==> config.mk <==
export PLATFORM = sky130hd
export DESIGN_NAME = worst_fit_segment_allocator
export DESIGN_NICKNAME = d
export VERILOG_FILES = /design/src/rtl/wfsa_pkg.sv /design/src/rtl/wfsa_seg_ram.sv /design/src/rtl/wfsa_seq.sv /design/src/rtl/worst_fit_segment_allocator.sv
export SDC_FILE = /design/constraint.sdc
export NUM_CORES = 1
export LEC_CHECK = 0
export BUFFER_PORTS_ARGS = -buffer_cell sky130_fd_sc_hd__buf_2
export CORE_MARGIN = 2
export CORE_UTILIZATION = 39
export CTS_BUF_LIST = sky130_fd_sc_hd__clkbuf_4 sky130_fd_sc_hd__clkbuf_8
export CTS_CLUSTER_DIAMETER = 50
export DETAILED_ROUTE_END_ITERATION = 10
export PLACE_DENSITY = 0.59
export SLEW_MARGIN = 0
export SYNTH_ARGS = -nofsm -noshare
export SYNTH_HDL_FRONTEND = slang
export SYNTH_SLANG_ARGS = --single-unit
==> constraint.sdc <==
create_clock -name clock -period 12.1 [get_ports clock]
set_input_delay 0.605 -clock clock [delete_from_list [all_inputs] [get_ports clock]]
set_output_delay 0.605 -clock clock [all_outputs]
set_load 0.01 [all_outputs]
==> src/rtl/wfsa_pkg.sv <==
`default_nettype none
package wfsa_pkg;

   localparam int MaxSegments = 16;
   localparam int AddrBits    = 16;
   localparam int IdxBits     = $clog2(MaxSegments);
   localparam int CntBits     = $clog2(MaxSegments + 1);

   typedef logic [AddrBits-1:0] addr_type;
   typedef logic [IdxBits-1:0]  idx_type;
   typedef logic [CntBits-1:0]  cnt_type;

   typedef enum logic [1:0] {
      ACT_ALLOC = 2'd0,
      ACT_FREE  = 2'd1,
      ACT_INIT  = 2'd2,
      ACT_NONE  = 2'd3
   } action_type;

   typedef enum logic [1:0] {
      ST_OK      = 2'd0,
      ST_NO_FIT  = 2'd1,
      ST_FULL    = 2'd2,
      ST_ZERO    = 2'd3
   } status_type;

   // one table entry: base in the low half, length in the high half
   typedef struct packed {
      addr_type len;
      addr_type base;
   } seg_type;

   // memory port driven by the sequencer
   typedef struct packed {
      logic    rd_en;
      idx_type rd_addr;
      logic    wr_en;
      idx_type wr_addr;
      seg_type wr_data;
   } mem_cmd_type;

endpackage
`default_nettype wire

==> src/rtl/wfsa_seg_ram.sv <==
`default_nettype none
module wfsa_seg_ram (
   input  wire                   clock,
   input  wfsa_pkg::mem_cmd_type cmd,
   output wfsa_pkg::seg_type     rd_data
);
   import wfsa_pkg::*;

   seg_type mem [MaxSegments];
   seg_type rd_data_ff;

   always_ff @(posedge clock) begin
      if (cmd.wr_en) begin
         mem[cmd.wr_addr] <= cmd.wr_data;
      end
      if (cmd.rd_en) begin
         rd_data_ff <= mem[cmd.rd_addr];
      end
   end

   assign rd_data = rd_data_ff;

endmodule
`default_nettype wire

==> src/rtl/wfsa_seq.sv <==
`default_nettype none
module wfsa_seq (
   input  wire                   clock,
   input  wire                   reset,
   input  wire                   start,
   input  wire                   out_ready,
   input  wire [1:0]             action,
   input  wfsa_pkg::addr_type    req_len,
   input  wfsa_pkg::addr_type    req_base,
   input  wfsa_pkg::addr_type    total_size,
   input  wfsa_pkg::seg_type     rd_data,
   output wfsa_pkg::mem_cmd_type cmd,
   output logic                  done,
   output logic [1:0]            status,
   output wfsa_pkg::addr_type    granted,
   output wfsa_pkg::cnt_type     count
);
   import wfsa_pkg::*;

   typedef enum logic [3:0] {
      S_IDLE,
      S_SCAN,      // read entries one by one
      S_ALLOC_WR,  // write back the carved segment
      S_FREE_PREV, // read entry pos-1
      S_FREE_NEXT, // read entry pos
      S_FREE_DEC,
      S_SHIFT_L,   // move entries down one slot
      S_SHIFT_R,   // move entries up one slot
      S_PUT,
      S_DONE
   } state_type;

   localparam logic [AddrBits:0] LenMax = {1'b0, {AddrBits{1'b1}}};

   state_type state_ff, state_in;
   cnt_type   count_ff, count_in;
   cnt_type   idx_ff, idx_in;     // next entry to issue
   logic      rvld_ff, rvld_in;   // read issued last cycle
   cnt_type   ridx_ff, ridx_in;   // index of returning read
   logic      found_ff, found_in;
   idx_type   pick_ff, pick_in;
   seg_type   best_ff, best_in;
   seg_type   prev_ff, prev_in;
   seg_type   next_ff, next_in;
   cnt_type   pos_ff, pos_in;
   seg_type   put_ff, put_in;
   logic      is_free_ff, is_free_in;
   logic [1:0] status_ff, status_in;
   addr_type  granted_ff, granted_in;
   mem_cmd_type cmd_c;

   logic [AddrBits:0] sum_a, sum_b, sum_c;
   addr_type new_len;

   always_comb begin
      state_in   = state_ff;
      count_in   = count_ff;
      idx_in     = idx_ff;
      rvld_in    = 1'b0;
      ridx_in    = idx_ff;
      found_in   = found_ff;
      pick_in    = pick_ff;
      best_in    = best_ff;
      prev_in    = prev_ff;
      next_in    = next_ff;
      pos_in     = pos_ff;
      put_in     = put_ff;
      is_free_in = is_free_ff;
      status_in  = status_ff;
      granted_in = granted_ff;
      cmd_c      = '0;
      sum_a      = '0;
      sum_b      = '0;
      sum_c      = '0;
      new_len    = '0;

      case (state_ff)
         S_IDLE: begin
            if (start) begin
               status_in  = ST_OK;
               granted_in = '0;
               found_in   = 1'b0;
               idx_in     = '0;
               pos_in     = '0;
               is_free_in = (action == ACT_FREE);
               put_in     = '{len: req_len, base: req_base};
               state_in   = S_DONE;
               case (action)
                  ACT_ALLOC, ACT_FREE: begin
                     if (req_len == '0) status_in = ST_ZERO;
                     else state_in = S_SCAN;
                  end
                  ACT_INIT: begin
                     count_in = '0;
                     if (total_size != '0) begin
                        cmd_c.wr_en   = 1'b1;
                        cmd_c.wr_addr = '0;
                        cmd_c.wr_data = '{len: total_size, base: '0};
                        count_in      = cnt_type'(1);
                     end
                  end
                  default: ;
               endcase
            end
         end

         S_SCAN: begin
            // issue next read
            if (idx_ff < count_ff) begin
               cmd_c.rd_en   = 1'b1;
               cmd_c.rd_addr = idx_ff[IdxBits-1:0];
               rvld_in       = 1'b1;
               ridx_in       = idx_ff;
               idx_in        = idx_ff + 1'b1;
            end
            if (rvld_ff) begin
               if (!is_free_ff) begin
                  if (rd_data.len >= put_ff.len &&
                      (!found_ff || rd_data.len > best_ff.len)) begin
                     found_in = 1'b1;
                     best_in  = rd_data;
                     pick_in  = ridx_ff[IdxBits-1:0];
                  end
               end else if (rd_data.base <= put_ff.base) begin
                  pos_in  = ridx_ff + 1'b1;
                  prev_in = rd_data;
               end else begin
                  // first entry above: stop the scan
                  next_in = rd_data;
                  rvld_in = 1'b0;
                  idx_in  = count_ff;
               end
            end
            if (!(idx_ff < count_ff) && !rvld_ff ||
                (rvld_ff && is_free_ff && rd_data.base > put_ff.base)) begin
               rvld_in = 1'b0;
               state_in = is_free_ff ? S_FREE_DEC : S_ALLOC_WR;
            end
         end

         S_ALLOC_WR: begin
            if (!found_ff) begin
               status_in = ST_NO_FIT;
               state_in  = S_DONE;
            end else begin
               granted_in = best_ff.base;
               new_len    = best_ff.len - put_ff.len;
               if (new_len == '0) begin
                  idx_in   = {1'b0, pick_ff};
                  state_in = S_SHIFT_L;
               end else begin
                  cmd_c.wr_en   = 1'b1;
                  cmd_c.wr_addr = pick_ff;
                  cmd_c.wr_data = '{len: new_len, base: best_ff.base + put_ff.len};
                  state_in      = S_DONE;
               end
            end
         end

         S_FREE_DEC: begin
            // prev_ff is entry pos-1, next_ff is entry pos (when present)
            sum_a = {1'b0, prev_ff.len} + {1'b0, put_ff.len};
            sum_b = sum_a + {1'b0, next_ff.len};
            sum_c = {1'b0, put_ff.len} + {1'b0, next_ff.len};
            state_in = S_DONE;
            if (pos_ff != '0 && prev_ff.base + prev_ff.len == put_ff.base &&
                sum_a <= LenMax) begin
               cmd_c.wr_en   = 1'b1;
               cmd_c.wr_addr = pos_ff[IdxBits-1:0] - 1'b1;
               if (pos_ff < count_ff && put_ff.base + put_ff.len == next_ff.base &&
                   sum_b <= LenMax) begin
                  cmd_c.wr_data = '{len: sum_b[AddrBits-1:0], base: prev_ff.base};
                  idx_in        = pos_ff;
                  state_in      = S_SHIFT_L;
               end else begin
                  cmd_c.wr_data = '{len: sum_a[AddrBits-1:0], base: prev_ff.base};
               end
            end else if (pos_ff < count_ff &&
                         put_ff.base + put_ff.len == next_ff.base && sum_c <= LenMax) begin
               cmd_c.wr_en   = 1'b1;
               cmd_c.wr_addr = pos_ff[IdxBits-1:0];
               cmd_c.wr_data = '{len: sum_c[AddrBits-1:0], base: put_ff.base};
            end else if (count_ff >= cnt_type'(MaxSegments)) begin
               status_in = ST_FULL;
            end else begin
               idx_in   = count_ff;
               state_in = S_SHIFT_R;
            end
         end

         S_SHIFT_L: begin
            // entry k <- entry k+1 for k from idx up to count-2
            if (idx_ff + 1'b1 < count_ff && !rvld_ff) begin
               cmd_c.rd_en   = 1'b1;
               cmd_c.rd_addr = idx_ff[IdxBits-1:0] + 1'b1;
               rvld_in       = 1'b1;
            end else if (rvld_ff) begin
               cmd_c.wr_en   = 1'b1;
               cmd_c.wr_addr = idx_ff[IdxBits-1:0];
               cmd_c.wr_data = rd_data;
               idx_in        = idx_ff + 1'b1;
            end else begin
               count_in = count_ff - 1'b1;
               state_in = S_DONE;
            end
         end

         S_SHIFT_R: begin
            // entry k <- entry k-1 for k from count down to pos+1
            if (idx_ff > pos_ff && !rvld_ff) begin
               cmd_c.rd_en   = 1'b1;
               cmd_c.rd_addr = idx_ff[IdxBits-1:0] - 1'b1;
               rvld_in       = 1'b1;
            end else if (rvld_ff) begin
               cmd_c.wr_en   = 1'b1;
               cmd_c.wr_addr = idx_ff[IdxBits-1:0];
               cmd_c.wr_data = rd_data;
               idx_in        = idx_ff - 1'b1;
            end else begin
               state_in = S_PUT;
            end
         end

         S_PUT: begin
            cmd_c.wr_en   = 1'b1;
            cmd_c.wr_addr = pos_ff[IdxBits-1:0];
            cmd_c.wr_data = put_ff;
            count_in      = count_ff + 1'b1;
            state_in      = S_DONE;
         end

         // hold the result until the output register is free
         S_DONE: if (out_ready) state_in = S_IDLE;

         default: state_in = S_IDLE;
      endcase
   end

   always_ff @(posedge clock) begin
      if (reset) begin
         state_ff <= S_IDLE;
         count_ff <= '0;
         rvld_ff  <= 1'b0;
      end else begin
         state_ff <= state_in;
         count_ff <= count_in;
         rvld_ff  <= rvld_in;
      end
      idx_ff     <= idx_in;
      ridx_ff    <= ridx_in;
      found_ff   <= found_in;
      pick_ff    <= pick_in;
      best_ff    <= best_in;
      prev_ff    <= prev_in;
      next_ff    <= next_in;
      pos_ff     <= pos_in;
      put_ff     <= put_in;
      is_free_ff <= is_free_in;
      status_ff  <= status_in;
      granted_ff <= granted_in;
   end

   assign cmd     = cmd_c;
   assign done    = (state_ff == S_DONE);
   assign status  = status_ff;
   assign granted = granted_ff;
   assign count   = count_ff;

endmodule
`default_nettype wire

==> src/rtl/worst_fit_segment_allocator.sv <==
`default_nettype none
// channel  direction  tdata (low bit up)
// req      in         action[1:0], request_length[17:2], free_base[33:18], pad to 40
// rsp      out        status[1:0], granted_base[17:2], free_count[22:18], pad to 24
// csr      in         total_size[15:0], written when csr_wr_en is high
//
// Init, the unused action and zero length need no table scan. An allocate
// scans every entry and moves the later entries down when the picked segment
// empties; a free scans up to the first entry above its base and moves entries
// on insert or merge. Reset empties the table; nothing is held until the first
// init. While a response waits on rsp_tready, one more request runs and holds
// its result until the output register frees; req_tready stays low meanwhile.
module worst_fit_segment_allocator (
   input  wire         clock,
   input  wire         reset,
   input  wire         req_tvalid,
   output logic        req_tready,
   input  wire  [39:0] req_tdata,
   output logic        rsp_tvalid,
   input  wire         rsp_tready,
   output logic [23:0] rsp_tdata,
   input  wire         csr_wr_en,
   input  wire  [15:0] csr_wr_data
);
   import wfsa_pkg::*;

   addr_type    total_size_ff;
   logic        busy_ff, busy_in;
   logic        rsp_valid_ff, rsp_valid_in;
   logic [23:0] rsp_data_ff, rsp_data_in;
   mem_cmd_type cmd;
   seg_type     rd_data;
   logic        done;
   logic [1:0]  status;
   addr_type    granted;
   cnt_type     count;
   logic        start;
   logic        out_free;

   assign req_tready = !busy_ff;
   assign start      = req_tvalid && req_tready;
   assign out_free   = !rsp_valid_ff || rsp_tready;

   wfsa_seg_ram u_ram (.clock(clock), .cmd(cmd), .rd_data(rd_data));

   wfsa_seq u_seq (
      .clock(clock), .reset(reset), .start(start), .out_ready(out_free),
      .action(req_tdata[1:0]), .req_len(req_tdata[17:2]),
      .req_base(req_tdata[33:18]), .total_size(total_size_ff),
      .rd_data(rd_data), .cmd(cmd), .done(done), .status(status),
      .granted(granted), .count(count)
   );

   always_comb begin
      busy_in      = busy_ff;
      rsp_valid_in = rsp_valid_ff;
      rsp_data_in  = rsp_data_ff;
      if (start) busy_in = 1'b1;
      if (rsp_valid_ff && rsp_tready) rsp_valid_in = 1'b0;
      if (done && out_free) begin
         busy_in      = 1'b0;
         rsp_valid_in = 1'b1;
         rsp_data_in  = {1'b0, count, granted, status};
      end
   end

   always_ff @(posedge clock) begin
      if (reset) begin
         busy_ff       <= 1'b0;
         rsp_valid_ff  <= 1'b0;
         total_size_ff <= 16'hFFFF;
      end else begin
         busy_ff      <= busy_in;
         rsp_valid_ff <= rsp_valid_in;
         if (csr_wr_en) total_size_ff <= csr_wr_data;
      end
      rsp_data_ff <= rsp_data_in;
   end

   assign rsp_tvalid = rsp_valid_ff;
   assign rsp_tdata  = rsp_data_ff;

endmodule
`default_nettype wire

After elaboration in Yosys (flattened, before gate mapping)
Memories as Yosys holds them, arrays and structs flattened. A register that Yosys moved wholly into a read port is not among the register bits.
Index checks and enable logic that the tools add are counted.
Storage, ports and cells
  register bits after elaboration: 218
  bits in writable memories: 512
  input port bits: 61
  output and inout bits: 26
  word-level logic and storage cells: 222
  memories kept: 1
Operators by class
  add/sub/neg operators: 15
  $lt $le $gt $ge: 12
  equal/unequal tests: 35
  muxes and demuxes: 87
  bitwise logic cells: 2
  reduce and logical (&&, ||, !) cells: 47
Memory list
  u_ram.mem: depth 16, width 32, rd ports 1, clocked after memory_dff 1, write ports 1, line wfsa_seg_ram.sv:9  | seg_type mem [MaxSegments];
Operators with widths (count)
  37-bit two-way mux: 10
  37-bit case mux with 6 select lines: 1
  5-bit two-way mux: 25
  4-bit two-way mux: 15
  17-bit by 16-bit less-or-equal comparator with 1-bit output, second input constant: 3
  16-bit adder: 3
  16-bit by 16-bit adder with 17-bit output: 2
  16-bit == test: 2
  16-bit greater-than comparator: 2
  16-bit zero test: 2
  16-bit two-way mux: 2
  32-bit two-way mux: 1
  16-bit case mux with 2 select lines: 1
  4-bit case mux with 8 select lines: 1
  5-bit case mux with 3 select lines: 2
  5-bit case mux with 6 select lines: 1
  2-bit by 1-bit inequality test with 1-bit output, second input constant: 11
  2-bit inequality test, second input constant: 10
  17-bit by 16-bit adder with 17-bit output: 1
  16-bit >= comparator: 1
  16-bit less-or-equal comparator: 1
  1-bit two-way mux: 16
  16-bit nonzero test: 1
  16-bit subtractor: 1
  other kinds (39): 83

Longest topological paths before layout
  depth in word-level cells: 9
  depth in mapped cells: 23
  depth with buffers taken out: 21

Hierarchy
From an unflattened synthesis, not the netlist that was laid out.
Unflattened totals
  cell total of the unflattened synthesis: 2573
  area total of the unflattened synthesis: 37011.7 sq um
By module, submodules not included
  wfsa_seg_ram: instances 1, cells an instance 838, area an instance 20155.6 sq um, seq. area each 16335.7 sq um
  wfsa_seq: instances 1, cells an instance 1647, area an instance 15471.1 sq um, seq. area each 5165.0 sq um
  worst_fit_segment_allocator: instances 1, cells an instance 88, area an instance 1385.1 sq um, seq. area each 1051.0 sq um

Worst setup path after synthesis
Ideal clock, no wire load.
  path kind: register to register
  start: register u_seq.state_ff[3]
  end: memory u_ram.mem[0][0] in the netlist's numbering (enable)
  setup time: 0.421 ns
  arrival time: 5.852 ns
  required time: 11.679 ns
  setup slack: 5.827 ns
  stages on the path, launching flop included: 11
  buffers on the path: 1
  period minus slack after synthesis: 6.273 ns
  cell sequence: dfxtp_1 > clkbuf_1 > nor2_1 > nand2_1 > nor3b_1 > nand2_1 > nor3_1 > nor3_1 > nand3b_1 > nand4b_1 > nor2_1
Between the ends
  cells in the longest elaborated chain, start to end: 4
  elaborated cells on any way between the ends: 9
  those cells by class: 5 x eq/ne; 3 x mux; 1 x reduce/logical
RTL lines
  from (decl): line wfsa_seq.sv:35  | state_type state_ff, state_in;
  from (signal assigned): line wfsa_seq.sv:245  | state_ff <= state_in;
  4-bit == test, or another cell as far along: line wfsa_seq.sv:77  | case (state_ff)
  37-bit case mux with 6 select lines *: line wfsa_seq.sv:77
  1-bit two-way mux: line wfsa_seg_ram.sv:13  | if (cmd.wr_en) begin
  1-bit two-way mux (implied by the code): line wfsa_seg_ram.sv:14  | mem[cmd.wr_addr] <= cmd.wr_data;
  to (decl): line wfsa_seg_ram.sv:9
Mark *: on every way between the ends. The rest lies on a longest branch, timed or not.

Worst setup path in the final report
  start: register u_seq.idx_ff[0]
  end: register u_ram.rd_data[24] (netlist name)
Between the ends
  cells in the longest elaborated chain, start to end: 5
  elaborated cells on any way between the ends: 12
  those cells by class: 3 x add/sub; 3 x order compare; 4 x mux; 2 x reduce/logical
RTL lines
  from (decl): line wfsa_seq.sv:37  | cnt_type idx_ff, idx_in;
  from (signal assigned): line wfsa_seq.sv:249  | idx_ff <= idx_in;
  5-bit by 1-bit adder with 5-bit output: line wfsa_seq.sv:193  | if (idx_ff + 1'b1 < count_ff && !rvld_ff) begin
  5-bit less-than comparator: line wfsa_seq.sv:193
  1-bit logical AND: line wfsa_seq.sv:193
  5-bit two-way mux: line wfsa_seq.sv:193
  5-bit case mux with 3 select lines *: line wfsa_seq.sv:77
Marked as above.
A chain may end at the register's enable or synchronous reset.

==> impl_metrics.prom <==
# TYPE chip_impl_metric gauge
chip_impl_info{name="result_of_the_run",value="finished, final reports clean"} 1
chip_impl_metric{name="net-switching-power",unit="uW"} 2920
chip_impl_metric{name="crit_path_max_fanout",unit=""} 129
chip_impl_info{name="worst_r2r_src",value="u_seq.idx_ff[0]"} 1
chip_impl_metric{name="worst-slew-pin-transition",unit="ns"} 1.35
chip_impl_metric{name="finalNetCount",unit=""} 3245
chip_impl_metric{name="area_growth_syn_to_layout",unit="%"} 14.1
chip_impl_metric{name="synthDominantCellAreaShare",unit=""} 0.578
chip_impl_metric{name="avgRoutedWirePerCell",unit="um"} 23.5
chip_impl_info{name="worst_setup_path_start_kind",value="flip-flop"} 1
chip_impl_metric{name="fin_tns_setup",unit="ns"} 0
chip_impl_metric{name="die_outline_width",unit="um"} 316
chip_impl_metric{name="leakage",unit="uW"} 0.0156
chip_impl_metric{name="worst_slack",unit="ns"} 5.37
chip_impl_info{name="clock_tree_root_driver_cell",value="clkbuf_8"} 1
chip_impl_metric{name="cts.reportedPaths.clkPinSlew",unit="ns"} 0.06
chip_impl_metric{name="drcViolationCount",unit=""} 0
chip_impl_metric{name="max_freq",unit="MHz"} 149
chip_impl_metric{name="core_area",unit="um2"} 96400
chip_impl_metric{name="route.detailed.vias_per_inst",unit=""} 5.54
chip_impl_info{name="rsz0062_at_grt",value="false"} 1
chip_impl_metric{name="floorplan.initialDensity",unit=""} 0.393
chip_impl_metric{name="route.antenna.remaining_nets",unit=""} 0
chip_impl_info{name="min_path_type",value="primary input to flip-flop"} 1
chip_impl_metric{name="detailed_place_hpwl",unit="um"} 66200
chip_impl_metric{name="drt-pass1-iter-count",unit=""} 7
chip_impl_metric{name="hold_violations",unit=""} 0
chip_impl_metric{name="p_total",unit="uW"} 8590
chip_impl_metric{name="postSynth.asyncResetShare",unit=""} 0
chip_impl_metric{name="share_clk_of_total_power",unit=""} 0.287
chip_impl_info{name="worstSetupEndpoint",value="u_ram.rd_data[24]"} 1
chip_impl_metric{name="total_congestion_overflow_after_global_routing",unit=""} 0
chip_impl_metric{name="instances_no_fill",unit=""} 4375
chip_impl_metric{name="number_of_global_route_vias_before_repair",unit=""} 24258
chip_impl_metric{name="finClkSkew",unit="ns"} 0.0402
chip_impl_metric{name="mappedNetlistArea",unit="um2"} 37900
chip_impl_info{name="critPathLaunch",value="u_seq.idx_ff[0]"} 1
chip_impl_metric{name="ff2ff_setup_slack",unit="ns"} 5.37
chip_impl_metric{name="max-cap-violations",unit=""} 0
chip_impl_metric{name="cp.required",unit="ns"} 12.57
chip_impl_metric{name="power-per-cell-area",unit="nW/um2"} 199
chip_impl_metric{name="period_needed",unit="ns"} 6.73
chip_impl_metric{name="portBuffers",unit=""} 79
chip_impl_metric{name="numCtsBuffers",unit=""} 136
chip_impl_info{name="synth_top_cell_by_area",value="edfxtp_1"} 1
chip_impl_metric{name="utilization",unit=""} 0.448
chip_impl_info{name="critPathCaptureType",value="flip-flop"} 1
chip_impl_metric{name="rr_worst_depth",unit=""} 16
chip_impl_metric{name="synthDistinctLibCells",unit=""} 85
chip_impl_info{name="synth_top_cells_by_area",value="edfxtp_1, mux2i_1, ha_1"} 1
chip_impl_metric{name="htree_num_levels",unit=""} 4
chip_impl_metric{name="synthCells",unit=""} 2790
chip_impl_metric{name="synth.net_count",unit=""} 3041
chip_impl_metric{name="cts_sinks",unit=""} 762
chip_impl_metric{name="finalSetupViolations",unit=""} 0
chip_impl_metric{name="gpl.final_weighted_congestion",unit=""} 0.908
chip_impl_metric{name="drive_above_1_share",unit=""} 0.125
chip_impl_metric{name="final.period_utilization",unit=""} 0.556
chip_impl_metric{name="post_synth.cell_area_avg",unit="um2"} 13.6
chip_impl_metric{name="num_rows",unit=""} 114
chip_impl_metric{name="vdd.ir_drop.worst",unit="mV"} 0.109
chip_impl_metric{name="cts_repair_resize_count",unit=""} 0
chip_impl_metric{name="detail_route.iter0.violations",unit=""} 2004
chip_impl_metric{name="ctsLongestPathBuffers",unit=""} 3
chip_impl_metric{name="worst_slew_margin_rel",unit=""} 0.0945
chip_impl_info{name="timing.rr.end",value="u_ram.rd_data[24]"} 1
chip_impl_metric{name="synth-seq-area-share",unit=""} 0.596
chip_impl_metric{name="detailedPlace.worstSlack",unit="ns"} 5.41
chip_impl_metric{name="fillerInstances",unit=""} 8677
chip_impl_metric{name="cell_internal_pwr",unit="uW"} 5670
chip_impl_metric{name="pwr-share-seq",unit=""} 0.423
chip_impl_metric{name="yosysWarnings",unit=""} 0
chip_impl_metric{name="post_synth_edffs",unit=""} 729
chip_impl_metric{name="global_routing_usage_summed_across_all_routing_layers",unit=""} 0.204
chip_impl_metric{name="timing.final.max_slew_violations",unit=""} 0
chip_impl_info{name="tritoncts_clock_tree",value="yes"} 1
chip_impl_metric{name="floorplan.die.height",unit="um"} 316
chip_impl_metric{name="design.portCount",unit=""} 87
chip_impl_metric{name="grt_max_degree",unit=""} 130
chip_impl_metric{name="power.combinational.fraction",unit=""} 0.290
chip_impl_metric{name="placedCellCount",unit=""} 4083
chip_impl_metric{name="drt-total-wl",unit="um"} 103000
chip_impl_metric{name="critPathArrivalTime",unit="ns"} 7.21
chip_impl_info{name="setup.worst_path.class",value="flip-flop to flip-flop"} 1
chip_impl_metric{name="grt_pass1_wl",unit="um"} 150000
chip_impl_metric{name="ys_ff_latch",unit=""} 762
chip_impl_info{name="synth_top_flop_cell",value="edfxtp_1"} 1
chip_impl_metric{name="vias",unit=""} 24227
chip_impl_metric{name="die-area",unit="um2"} 99600
chip_impl_metric{name="clock_insertion_delay_at_the_later_pin_of_the_skew_report",unit="ns"} 0.81
chip_impl_metric{name="sw_frac_of_total",unit=""} 0.340
chip_impl_metric{name="antenna_found_initial",unit=""} 1
-- synthesized netlist by cell type (37+ instances only) --
master / count
a21o_1: 45
a21oi_1: 116
buf_2: 37
clkbuf_1: 48
edfxtp_1: 729
ha_1: 182
inv_1: 91
mux2i_1: 496
nand2_1: 121
nand3_1: 42
nor2_1: 135
nor2b_1: 50
o21ai_0: 96
xnor2_1: 74
xor2_1: 45
-- routing by layer --
metal | global-route usage | vias up | share of wire
met3 | 0.0344 | 211 | 0.055
met2 | 0.344 | 774 | 0.48
li1 | - | 11182 | -
met1 | 0.260 | 12060 | 0.42
met5 | 0 | - | 0
met4 | 0.0877 | 0 | 0.038
-- state kept, by name (all words and copies together), names as in the netlist, 16 cells and up --
name / count
rsp_tdata: 23
total_size_ff: 16
u_ram.mem: 512
u_ram.rd_data: 32
u_seq.best_ff: 32
u_seq.granted: 16
u_seq.next_ff: 32
u_seq.prev_ff: 32
u_seq.put_ff: 32
-- worst min path at each step --
stage,from,end,cells after the start
floorplan,u_seq.idx_ff[3],u_seq.ridx_ff[3],0
global placement,u_seq.granted[13],rsp_tdata[15],0
detailed placement,u_seq.granted[9],rsp_tdata[11],0
CTS,req_tvalid,busy_ff,3
global route,req_tvalid,busy_ff,3
finish,req_tvalid,busy_ff,3
-- worst max-delay path: stages (launching register included) --
cell and delay [ns]:
edfxtp_1 0.62, inv_1 0.21, ha_1 0.44, ha_1 0.31, a21oi_1 0.13, nor2b_1 0.06
o21ai_0 0.17, nand2b_1 0.09, a2111oi_2 0.79, nor2b_1 0.28, o21ai_4 0.63, buf_12 0.62
buf_4 1.00, mux2i_1 0.31, mux2i_1 0.12, mux2i_1 0.16, mux2i_1 0.15
-- power groups by stage --
stage                     clock network, uW  registers [uW]  logic, uW
after floorplan                           0            3490       1790
after global placement                    0            3680       2400
after detailed placement                  0            3680       2460
after CTS                              2530            3630       2490
after global routing                   2660            3650       2730
final                                  2470            3630       2490
-- cell type report --
cell class / instances / area [um2] / share of cell area
antenna: 2 / 5.00 / 0.000116
clock buffer: 171 / 2140 / 0.0496
clock inverter: 70 / 662 / 0.0153
inverter: 93 / 349 / 0.00808
multi-input combinational: 1829 / 14700 / 0.340
sequential: 762 / 22600 / 0.522
tap: 1276 / 1600 / 0.0370
timing repair buffer: 172 / 1230 / 0.0284
-- per-stage QoR --
stage	hold WS, ns	instance area, um2
4_1_cts	0.0539	43200
5_1_grt	0.0820	43200
3_5_place_dp	0.406	39900
2_1_floorplan	0.398	37900
3_3_place_gp	0.409	39900
6_report	0.129	43200
-- what timing repair did --
item                                   CTS  global route
setup buffers                            0             0
endpoints found under the hold margin   48             0
hold buffers                            48             0
-- cell usage in the layout, fill, tap and decap left out, drive strengths merged, types with 34 or more instances in the layout --
cell         count
a21o            45
nand3           42
nor2           135
nor3            34
mux2i          496
ha             182
nand2          121
o21ai          105
and3            34
clkinv          48
clkbuf         171
buf            124
xor2            45
inv            100
nor2b           50
dlygate4sd3     48
a21oi          116
xnor2           74
edfxtp         729
-- cell families (layout without fill, tap and decap cells) --
family                     count (synthesis)  in the layout  share of synthesized area
AOI/OAI and AO/OA                        481            481                     0.0865
xor gates and xnor gates                 119            119                     0.0275
adders and majority gates                190            190                     0.0644
buffers and inverters                    199            506                     0.0225
DFF                                      762            762                      0.596
muxes                                    498            498                      0.132
other                                      1              3                  0.0000990
and+or+nand+nor                          540            540                     0.0717
(Power assumes the default switching activity.)
